==> config.mk <==
export PLATFORM = sky130hd
export DESIGN_NAME = biquad_bandpass_energy
export DESIGN_NICKNAME = d
export VERILOG_FILES = /design/src/rtl/bqe_pkg.sv /design/src/rtl/bqe_mac.sv /design/src/rtl/bqe_seq.sv /design/src/rtl/biquad_bandpass_energy.sv
export SDC_FILE = /design/constraint.sdc
export NUM_CORES = 2
export LEC_CHECK = 0
export ABC_AREA = 1
export BUFFER_PORTS_ARGS = -buffer_cell sky130_fd_sc_hd__buf_2
export CAP_MARGIN = 20
export CORE_ASPECT_RATIO = 0.9
export CORE_UTILIZATION = 64
export CTS_CLUSTER_DIAMETER = 80
export DETAILED_ROUTE_END_ITERATION = 8
export PLACE_DENSITY_LB_ADDON = 0.08
export RECOVER_POWER = 100
export SLEW_MARGIN = 20
export SYNTH_ARGS = -nofsm -noshare
export SYNTH_HDL_FRONTEND = slang
export SYNTH_SLANG_ARGS = --single-unit
export TNS_END_PERCENT = 5
==> constraint.sdc <==
create_clock -name clk -period 10.2 [get_ports clk]
set_clock_uncertainty 0.1 [all_clocks]
set_input_delay 0.51 -clock clk [delete_from_list [all_inputs] [get_ports clk]]
set_output_delay 0.51 -clock clk [all_outputs]
set_load 0.02 [all_outputs]
==> src/rtl/bqe_pkg.sv <==
// Shared types and constants for the biquad band-pass energy block.
package bqe_pkg;

  localparam int COEF_BITS     = 18;
  localparam int FRAC_BITS     = 15;
  localparam int NUM_COEF      = 5;
  localparam int CFG_ADDR_BITS = 3;

  typedef logic [CFG_ADDR_BITS-1:0] reg_idx_t;

  localparam reg_idx_t REG_B0 = 3'd0;
  localparam reg_idx_t REG_B1 = 3'd1;
  localparam reg_idx_t REG_B2 = 3'd2;
  localparam reg_idx_t REG_A1 = 3'd3;
  localparam reg_idx_t REG_A2 = 3'd4;

  typedef enum logic [2:0] {
    ST_IDLE,
    ST_MAC,
    ST_TAIL,
    ST_ROUND,
    ST_SQUARE,
    ST_ENERGY
  } state_t;

  typedef struct packed {
    logic mul_en;
    logic mul_neg;
    logic acc_clr;
    logic acc_add;
  } mac_ctl_t;

  typedef struct packed {
    mac_ctl_t mac;
    reg_idx_t term;
    logic     sq_sel;
    logic     y_load;
    logic     out_load;
  } seq_ctl_t;

endpackage

==> src/rtl/bqe_mac.sv <==
// Shared signed multiplier with registered product and accumulator.
module bqe_mac #(
  parameter int A_W   = 18,
  parameter int B_W   = 16,
  parameter int ACC_W = 37
) (
  input  logic                     clk,
  input  bqe_pkg::mac_ctl_t        ctl,
  input  logic signed [A_W-1:0]    op_a,
  input  logic signed [B_W-1:0]    op_b,
  output logic signed [A_W+B_W-1:0] prod_r,
  output logic signed [ACC_W-1:0]  acc_r
);

  logic                    neg_r;
  logic signed [ACC_W-1:0] p_ext;

  assign p_ext = ACC_W'(prod_r);

  always_ff @(posedge clk) begin
    if (ctl.mul_en) begin
      prod_r <= op_a * op_b;
      neg_r  <= ctl.mul_neg;
    end
    if (ctl.acc_clr) begin
      acc_r <= '0;
    end else if (ctl.acc_add) begin
      acc_r <= neg_r ? (acc_r - p_ext) : (acc_r + p_ext);
    end
  end

endmodule

==> src/rtl/bqe_seq.sv <==
// Sequencer stepping one sample through the shared multiply-accumulate unit.
module bqe_seq (
  input  logic              clk,
  input  logic              rst_n,
  input  logic              in_fire,
  input  logic              out_free,
  output logic              in_ready,
  output bqe_pkg::seq_ctl_t ctl
);

  bqe_pkg::state_t   state_r, state_nxt;
  bqe_pkg::reg_idx_t term_r, term_nxt;

  always_ff @(posedge clk) begin
    if (!rst_n) begin
      state_r <= bqe_pkg::ST_IDLE;
      term_r  <= bqe_pkg::REG_B0;
    end else begin
      state_r <= state_nxt;
      term_r  <= term_nxt;
    end
  end

  always_comb begin
    state_nxt = state_r;
    term_nxt  = term_r;
    unique case (state_r)
      bqe_pkg::ST_IDLE: begin
        if (in_fire) begin
          state_nxt = bqe_pkg::ST_MAC;
          term_nxt  = bqe_pkg::REG_B0;
        end
      end
      bqe_pkg::ST_MAC: begin
        term_nxt = term_r + 1'b1;
        if (term_r == bqe_pkg::REG_A2) begin
          state_nxt = bqe_pkg::ST_TAIL;
        end
      end
      bqe_pkg::ST_TAIL:   state_nxt = bqe_pkg::ST_ROUND;
      bqe_pkg::ST_ROUND:  state_nxt = bqe_pkg::ST_SQUARE;
      bqe_pkg::ST_SQUARE: state_nxt = bqe_pkg::ST_ENERGY;
      bqe_pkg::ST_ENERGY: begin
        if (out_free) begin
          state_nxt = bqe_pkg::ST_IDLE;
        end
      end
      default: state_nxt = bqe_pkg::ST_IDLE;
    endcase
  end

  always_comb begin
    in_ready = 1'b0;
    ctl      = '0;
    ctl.term = term_r;
    unique case (state_r)
      bqe_pkg::ST_IDLE: begin
        in_ready        = 1'b1;
        // accumulator held clear while waiting for a beat
        ctl.mac.acc_clr = 1'b1;
      end
      bqe_pkg::ST_MAC: begin
        ctl.mac.mul_en  = 1'b1;
        // feedback terms are subtracted
        ctl.mac.mul_neg = (term_r == bqe_pkg::REG_A1) || (term_r == bqe_pkg::REG_A2);
        ctl.mac.acc_add = (term_r != bqe_pkg::REG_B0);
      end
      bqe_pkg::ST_TAIL:   ctl.mac.acc_add = 1'b1;
      bqe_pkg::ST_ROUND:  ctl.y_load = 1'b1;
      bqe_pkg::ST_SQUARE: begin
        ctl.mac.mul_en = 1'b1;
        ctl.sq_sel     = 1'b1;
      end
      bqe_pkg::ST_ENERGY: ctl.out_load = out_free;
      default: ;
    endcase
  end

endmodule

==> src/rtl/biquad_bandpass_energy.sv <==
// Direct-form-I biquad filter with saturating energy accumulator, top level.
// Each sample passes through these steps from one accept to the earliest next accept:
// five multiply steps, one step to add the last product, one to round and clamp,
// one to square the output, one to fold it into the energy sum, and one idle
// step with in_tready high. One 18x16 multiplier is shared by the five
// coefficient products and the square of the output, each product registered
// before it is accumulated.
// A beat with in_tuser set clears the filter history, the energy sum and the
// saturation flag before the sample is filtered. The result waits in an output
// register, so the next sample is taken while a result is still unread; the
// sequencer only holds in its last step when that register is still full.
// Coefficients are signed Q3.15 and may be written whenever no sample is in
// flight; writes to indexes past the five coefficients are dropped.
module biquad_bandpass_energy #(
  parameter int SAMPLE_BITS = 16,
  parameter int ENERGY_BITS = 48
) (
  input  logic clk,
  input  logic rst_n,

  input  logic                                 in_tvalid,
  output logic                                 in_tready,
  input  logic [((SAMPLE_BITS+7)/8)*8-1:0]     in_tdata,  // sample_in
  input  logic                                 in_tuser,  // start_record

  output logic                                 out_tvalid,
  input  logic                                 out_tready,
  // filtered_sample, energy_total
  output logic [((SAMPLE_BITS+ENERGY_BITS+7)/8)*8-1:0] out_tdata,
  output logic                                 out_tuser, // energy_saturated

  input  logic                                 cfg_valid,
  output logic                                 cfg_ready,
  input  logic [bqe_pkg::CFG_ADDR_BITS-1:0]    cfg_addr,
  input  logic [bqe_pkg::COEF_BITS-1:0]        cfg_data
);

  localparam int OUT_TW = ((SAMPLE_BITS + ENERGY_BITS + 7) / 8) * 8;
  localparam int MA_W   = (bqe_pkg::COEF_BITS > SAMPLE_BITS) ? bqe_pkg::COEF_BITS
                                                             : SAMPLE_BITS;
  localparam int P_W    = MA_W + SAMPLE_BITS;
  localparam int ACC_W  = P_W + 3;
  localparam int SH_W   = ACC_W - bqe_pkg::FRAC_BITS;
  localparam int SQ_W   = 2 * SAMPLE_BITS;
  localparam int SUM_W  = ((ENERGY_BITS > SQ_W) ? ENERGY_BITS : SQ_W) + 1;

  localparam logic signed [ACC_W-1:0] HALF = ACC_W'(1) << (bqe_pkg::FRAC_BITS - 1);
  localparam logic signed [SAMPLE_BITS-1:0] Y_MAX = {1'b0, {(SAMPLE_BITS-1){1'b1}}};
  localparam logic signed [SAMPLE_BITS-1:0] Y_MIN = {1'b1, {(SAMPLE_BITS-1){1'b0}}};
  localparam logic [ENERGY_BITS-1:0] E_MAX = '1;

  bqe_pkg::seq_ctl_t ctl;
  logic              in_fire;
  logic              out_free;

  logic signed [bqe_pkg::COEF_BITS-1:0] coef_r [bqe_pkg::NUM_COEF];
  logic signed [SAMPLE_BITS-1:0] x_r, x1_r, x2_r, y1_r, y2_r, y_r;
  logic [ENERGY_BITS-1:0]        energy_r, energy_nxt;
  logic                          esat_r, esat_nxt;
  logic                          out_valid_r;
  logic [OUT_TW-1:0]             out_data_r;
  logic                          out_user_r;

  logic signed [MA_W-1:0]        op_a;
  logic signed [SAMPLE_BITS-1:0] op_b;
  logic signed [P_W-1:0]         prod;
  logic signed [ACC_W-1:0]       acc;
  logic signed [ACC_W-1:0]       rnd;
  logic signed [SH_W-1:0]        sh;
  logic signed [SAMPLE_BITS-1:0] y_sat;
  logic [SUM_W-1:0]              sum;

  assign in_fire    = in_tvalid && in_tready;
  assign out_free   = !out_valid_r || out_tready;
  assign cfg_ready  = 1'b1;
  assign out_tvalid = out_valid_r;
  assign out_tdata  = out_data_r;
  assign out_tuser  = out_user_r;

  bqe_seq u_seq (
    .clk      (clk),
    .rst_n    (rst_n),
    .in_fire  (in_fire),
    .out_free (out_free),
    .in_ready (in_tready),
    .ctl      (ctl)
  );

  bqe_mac #(
    .A_W   (MA_W),
    .B_W   (SAMPLE_BITS),
    .ACC_W (ACC_W)
  ) u_mac (
    .clk    (clk),
    .ctl    (ctl.mac),
    .op_a   (op_a),
    .op_b   (op_b),
    .prod_r (prod),
    .acc_r  (acc)
  );

  // operand select for the shared multiplier
  always_comb begin
    op_a = '0;
    op_b = '0;
    if (ctl.sq_sel) begin
      op_a = MA_W'(y_r);
      op_b = y_r;
    end else begin
      unique case (ctl.term)
        bqe_pkg::REG_B0: begin op_a = MA_W'(coef_r[bqe_pkg::REG_B0]); op_b = x_r;  end
        bqe_pkg::REG_B1: begin op_a = MA_W'(coef_r[bqe_pkg::REG_B1]); op_b = x1_r; end
        bqe_pkg::REG_B2: begin op_a = MA_W'(coef_r[bqe_pkg::REG_B2]); op_b = x2_r; end
        bqe_pkg::REG_A1: begin op_a = MA_W'(coef_r[bqe_pkg::REG_A1]); op_b = y1_r; end
        bqe_pkg::REG_A2: begin op_a = MA_W'(coef_r[bqe_pkg::REG_A2]); op_b = y2_r; end
        default: begin op_a = '0; op_b = '0; end
      endcase
    end
  end

  // round half up by 2^-15, then clamp to the sample range
  always_comb begin
    rnd = acc + HALF;
    sh  = rnd[ACC_W-1:bqe_pkg::FRAC_BITS];
    if (sh > SH_W'(Y_MAX)) begin
      y_sat = Y_MAX;
    end else if (sh < SH_W'(Y_MIN)) begin
      y_sat = Y_MIN;
    end else begin
      y_sat = sh[SAMPLE_BITS-1:0];
    end
  end

  always_comb begin
    sum = SUM_W'(energy_r) + SUM_W'(prod[SQ_W-1:0]);
    if (sum >= SUM_W'(E_MAX)) begin
      energy_nxt = E_MAX;
      esat_nxt   = 1'b1;
    end else begin
      energy_nxt = sum[ENERGY_BITS-1:0];
      esat_nxt   = esat_r;
    end
  end

  always_ff @(posedge clk) begin
    if (!rst_n) begin
      for (int i = 0; i < bqe_pkg::NUM_COEF; i++) begin
        coef_r[i] <= '0;
      end
    end else if (cfg_valid && (cfg_addr < bqe_pkg::CFG_ADDR_BITS'(bqe_pkg::NUM_COEF))) begin
      coef_r[cfg_addr] <= cfg_data;
    end
  end

  always_ff @(posedge clk) begin
    if (!rst_n) begin
      x1_r     <= '0;
      x2_r     <= '0;
      y1_r     <= '0;
      y2_r     <= '0;
      energy_r <= '0;
      esat_r   <= 1'b0;
    end else begin
      if (in_fire && in_tuser) begin
        x1_r     <= '0;
        x2_r     <= '0;
        y1_r     <= '0;
        y2_r     <= '0;
        energy_r <= '0;
        esat_r   <= 1'b0;
      end else if (ctl.y_load) begin
        x1_r <= x_r;
        x2_r <= x1_r;
        y1_r <= y_sat;
        y2_r <= y1_r;
      end else if (ctl.out_load) begin
        energy_r <= energy_nxt;
        esat_r   <= esat_nxt;
      end
    end
  end

  always_ff @(posedge clk) begin
    if (in_fire) begin
      x_r <= in_tdata[SAMPLE_BITS-1:0];
    end
    if (ctl.y_load) begin
      y_r <= y_sat;
    end
    if (ctl.out_load) begin
      out_data_r <= OUT_TW'({energy_nxt, y_r});
      out_user_r <= esat_nxt;
    end
  end

  always_ff @(posedge clk) begin
    if (!rst_n) begin
      out_valid_r <= 1'b0;
    end else if (ctl.out_load) begin
      out_valid_r <= 1'b1;
    end else if (out_tready) begin
      out_valid_r <= 1'b0;
    end
  end

  a_busy_after_accept: assert property (@(posedge clk) disable iff (!rst_n)
    in_fire |=> !in_tready)
    else $error("input accepted again while a sample is in flight");

  a_sat_means_max: assert property (@(posedge clk) disable iff (!rst_n)
    esat_r |-> (energy_r == E_MAX))
    else $error("saturation flag set with energy below maximum");

  a_sat_sticky: assert property (@(posedge clk) disable iff (!rst_n)
    (esat_r && !(in_fire && in_tuser)) |=> esat_r)
    else $error("saturation flag dropped without a record start");

  a_no_overwrite: assert property (@(posedge clk) disable iff (!rst_n)
    ctl.out_load |-> (!out_valid_r || out_tready))
    else $error("result register overwritten while still pending");

endmodule

# Word-level counts from Yosys, hierarchy flattened
# Memories as Yosys holds them, arrays and structs flattened.
# Cells that the tools add are included.
# word_totals
reg_bits	289
ram_bits	90
inputBits	43
memories	1
# op_classes
add_sub_neg	5
multipliers	1
order_cmp	4
eq_ne	12
muxes	30
bitwise	2
n_reduce_logical	17
# mem_list
memory	words	width	rd	rd_clocked_by_memory_dff	wr	line	text
coef_r	5	18	5	0	5	biquad_bandpass_energy.sv:56	logic signed [bqe_pkg::COEF_BITS-1:0] coef_r [bqe_pkg::NUM_COEF];
# ops
op	count
$pmux 18 s5	1
$pmux 16 s5	1
$add 48x32->49	1
$ge 49x48->1 const B	1
$mux 16	3
$mux 48	1
$add 37x16->37 const B	1
$add 37x34->37	1
$mux 37	1
$sub 37x34->37	1
$mux 18	2
$mul 18x16->34	1
$gt 22x16->1 const B	1
$lt 22x16->1 const B	1
$pmux 3 s6	1
$reduce_or 18->1	1
$mux 3	5
$mux 1	13
$eq 3x2->1 const B	4
$eq 3x3->1 const B	3
$eq 3x1->1 const B	2
$logic_not 3->1	2
$pmux 3 s2	1
$ne 2x1->1 const B	2
13 further kinds	20

# Longest topological paths before layout
# depth
ltp_word	7
depth_mapped	38
mapped_depth_nobuf	36

# Cells and area by module
# A second synthesis with hierarchy kept.
# unflattened
cells_unflattened	4741
area_unflattened_um2	34640.7
# modules_own_cells
mod	n_inst	cells_per_inst	area_each_um2	seq_area_each_um2
bqe_mac	1	2424	17444.2	1791.7
biquad_bandpass_energy	1	2259	16774.8	7897.6
bqe_seq	1	58	421.7	120.1

# Worst setup path after synthesis
# No wires, ideal clock.
# synth_path
path_kind	register -> register
startpoint	register u_seq.term_r[2]
endpoint	register u_mac.prod_r[30] (data pin)
arrival_time_ps	7182
required_time_ps	9841
path_slack_ps	2659
stages_incl_launch_ff	31
path_buffers	4
cell_sequence	dfxtp_1 > inv_1 > buf_2 > buf_1 > ha_1 > clkbuf_1 > clkbuf_1 > a21oi_1 > a22oi_1 > inv_1 > nor2_1 > inv_1 > fa_1 > inv_1 > fa_1 > inv_1 > fa_1 > fa_1 > fa_1 > fa_1 > inv_1 > ha_1 > a21oi_1 > o21ai_0 > a21oi_1 > nand2_1 > nand2_1 > nand2_1 > nand3_1 > nand2_1 > xor2_1
# synth_between
elab_chain_cells	4
# synth_lines
item	line	text
start: declaration	bqe_seq.sv:12	bqe_pkg::reg_idx_t term_r, term_nxt;
start signal: assignment	bqe_seq.sv:17	term_r <= bqe_pkg::REG_B0;
start signal: assignment	bqe_seq.sv:20	term_r <= term_nxt;
$eq 3x3->1, or another cell as far along	biquad_bandpass_energy.sv:110	unique case (ctl.term)
$pmux 18 s5 / $pmux 16 s5 (equally long branches)	biquad_bandpass_energy.sv:110	
$mux 18 / $mux 16 (equally long branches)	biquad_bandpass_energy.sv:106	if (ctl.sq_sel) begin
$mul 18x16->34 *	bqe_mac.sv:22	prod_r <= op_a * op_b;
end signal: assignment	bqe_mac.sv:22	
end: declaration	bqe_mac.sv:11	output logic signed [A_W+B_W-1:0] prod_r,
# Every way passes the cells marked *; elsewhere a longest branch is shown, timed or not.
# A chain may end at the register's enable or synchronous reset.

# Final worst setup path
# layout_path
startpoint	register u_seq.term_r[1]
endpoint	register u_mac.prod_r[24] (data pin)
# The elaborated chain is that of the path after synthesis.

==> results.sh <==
export IMPL_outcome="complete, but fails checks"
export IMPL_violations="capacitance limit, slew limit"
export IMPL_ctsLongestPathBuffers=3
export IMPL_critPathKind="reg2reg"
export IMPL_max_cap_violations=12
export IMPL_synth_cell_types=56
export IMPL_num_vias=27700
export IMPL_synth_area_sq_um=32700
export IMPL_cts_sinks=379
export IMPL_reg2reg_depth=30
export IMPL_grt_max_degree=87
export IMPL_wl_um=90300
export IMPL_path_max_fanout=19
export IMPL_drive_gt1_frac=0.0366
export IMPL_cts_tree="done"
export IMPL_yosys_area_top_type="edfxtp_1"
export IMPL_gp_congestion=0.986
export IMPL_crit_family="adder cells"
export IMPL_h_tree_depth=2
export IMPL_maxClockFrequency_mhz=107
export IMPL_slew_headroom=-1.53
export IMPL_area_growth_pct=7.72
export IMPL_finalHoldViolCount=0
export IMPL_slew_violations=599
export IMPL_synth_warnings=0
export IMPL_r2r_start="u_seq.term_r[1]"
export IMPL_setup_viol=0
export IMPL_antenna_found_initial=0
export IMPL_hp_class="in2reg"
export IMPL_endpoint="u_mac.prod_r[24]"
export IMPL_initial_core_util=0.649
export IMPL_wl_per_cell_um=18.2
export IMPL_grt_usage=0.358
export IMPL_synth_seq_cells=379
export IMPL_synth_top_area_frac=0.204
export IMPL_cp_end_kind="register"
export IMPL_final_core_util=0.699
export IMPL_path_depth=30
export IMPL_dp_cells=4880
export IMPL_use_met3=0.0597
export IMPL_diodes=0
export IMPL_crit_start="u_seq.term_r[1]"
export IMPL_layout_nets=4754
export IMPL_r2r_end="u_mac.prod_r[24]"
export IMPL_start_kind="register"
export IMPL_final_min_clock_period_ps=9320
export IMPL_min_period_over_period=0.914
export IMPL_grtUsageMet2=0.543
export IMPL_grt_pass1_wl_um=144000
export IMPL_syn_inst=4190
export IMPL_grt_setup_unrepaired="no"
export IMPL_drc=0
export IMPL_cts_clk_slew_worst_paths_ps=60
export IMPL_ff2ff_setup_slack_ps=880
export IMPL_port_buffers=109
export IMPL_clock_root_buffer="clkbuf_16"
export IMPL_die_width_um=240
export IMPL_slowest_delay_ps=810
export IMPL_required_ps=10430
export IMPL_tightest_slew_ps=3790
export IMPL_vias_per_cell=5.58
export IMPL_grt_pass1_vias=26300
export IMPL_worst_path_max_delay_cell="a21oi_1"
export IMPL_post_dp_hpwl_um=70000
export IMPL_synth_seq_area_share=0.300
export IMPL_cts_resized=0
export IMPL_drt_pass1_iterations=6
export IMPL_critPathBufInv=8
export IMPL_dpl_instance_area_sq_um=33800
export IMPL_io_pins=111
export IMPL_layout_cells_non_filler=4970
export IMPL_final_design_area_no_fill_sq_um=35300
export IMPL_die_area_sq_um=52100
export IMPL_fillers=4311
export IMPL_syn_avg_cell_area_sq_um=7.81
export IMPL_coreArea_sq_um=50500
export IMPL_cts_hold_buf=14
export IMPL_tns_ps=0
export IMPL_numCtsBuffers=41
export IMPL_die_y_um=217
export IMPL_drtAntennaViolNets=0
export IMPL_clock_latency_ps=610
export IMPL_netlist_top_cells_area="edfxtp_1, fa_1, nand2_1"
export IMPL_post_cts_setup_buffers=0
export IMPL_placementRows=78
export IMPL_grt_overflow=0
export IMPL_critical_path_arrival_ps=9560
export IMPL_syn_num_nets=4686
export IMPL_drt_iter0_drc=2648
export IMPL_grtUsageMet1=0.510
export IMPL_grt_busiest_layer="met2"
-- logic make-up after synthesis --
logic type	count (synthesis)	synth area share
buf+inv	997	0.117
compound gates	491	0.0911
xor+xnor	122	0.0329
fa+ha+maj	453	0.240
flops	379	0.300
other cells	1	0.000115
simple gates	1747	0.218
-- worst reg2reg max path: cells and delay by family (launching register included) --
kind	cells	cell delay [ps]
AOI/OAI and AO/OA	8	2210
xor gates and xnor gates	1	160
adders and majority gates	9	4180
buffers and inverters	8	1420
DFF	1	390
and+or+nand+nor	4	590
-- placed cells by master, fill, tap and decap left out, types with 44 or more instances in the layout --
| master | netlist | layout |
|---|---|---|
| dfxtp_1 | 157 | 157 |
| fa_1 | 293 | 293 |
| nand2_1 | 889 | 889 |
| edfxtp_1 | 222 | 222 |
| nand4_1 | 89 | 90 |
| nor2_1 | 574 | 573 |
| inv_1 | 852 | 853 |
| xor2_1 | 77 | 77 |
| o21ai_0 | 85 | 86 |
| xnor2_1 | 44 | 44 |
| ha_1 | 160 | 160 |
| clkbuf_1 | 84 | 90 |
| nand3_1 | 123 | 124 |
| a21oi_1 | 233 | 233 |
-- state kept, by name, summed over array words and instances, names as in the netlist --
register,count
out_tuser,1
u_seq.state_r,3
u_mac.neg_r,1
x2_r,16
coef_r,90
y2_r,16
y_r,16
energy_r,48
out_tvalid,1
x1_r,16
u_seq.term_r,3
x_r,16
u_mac.prod_r,34
esat_r,1
out_tdata,64
y1_r,16
u_mac.acc_r,37
-- stage by stage --
stage	hold WS [ps]	setup slack [ps]
4_1_cts	1.25	1340
5_1_grt	48.4	448
3_3_place_gp	350	1450
6_report	72.8	876
2_1_floorplan	326	2660
3_5_place_dp	354	1370
-- metal layers --
metal | up-vias | share of wire
met3 | 233 | 0.089
met4 | 0 | 0.047
li1 | 13200 | -
met5 | - | 0
met2 | 1247 | 0.43
met1 | 13000 | 0.43
-- worst min path at each step --
stage / start / end / slack (ps) / depth (start not counted)
after global routing: in_tdata[10] / x_r[10] / 50 / 1
final: in_tdata[10] / x_r[10] / 70 / 1
after CTS: in_tdata[10] / x_r[10] / 1 / 1
after floorplan: y_r[0] / out_tdata[0] / 330 / 0
after global placement: x2_r[11] / x2_r[11] / 350 / 2
after detailed placement: x2_r[14] / x2_r[14] / 350 / 2
-- area by class of cell --
type | instances | area (sq um) | share of cell area
clock inverter | 24 | 435 | 0.0123
inverter | 874 | 3280 | 0.0931
clock buffer | 51 | 1090 | 0.0310
multi-input combinational | 2814 | 19100 | 0.540
timing repair buffer | 148 | 742 | 0.0210
sequential | 379 | 9810 | 0.278
tap | 680 | 851 | 0.0241
-- cell usage after synthesis, drive strengths merged --
cell type and count:
a31o 1, o211ai 18, nand2 905, o21bai 23, dfxtp 157, nand3b 7, fa 293, a221oi 24
clkinv 16, o2111ai 9, buf 39, nand3 127, inv 858, and2 1, o31ai 6, a22oi 11
xor2 77, a31oi 17, o21a 9, or3 1, a21o 14, ha 160, edfxtp 222, or2 5
a211oi 2, clkbuf 84, xnor2 45, nand4 90, nor4 9, a21oi 234, o21ai 89, a32o 23
nor2 578, o221ai 4, a211o 1, nor3 23, a41oi 1, conb 1, and3 1, a21boi 5
Power is left out: the tool's default activity adds up to more than one toggle a clock period on the data nets, which glitch-free logic cannot reach.
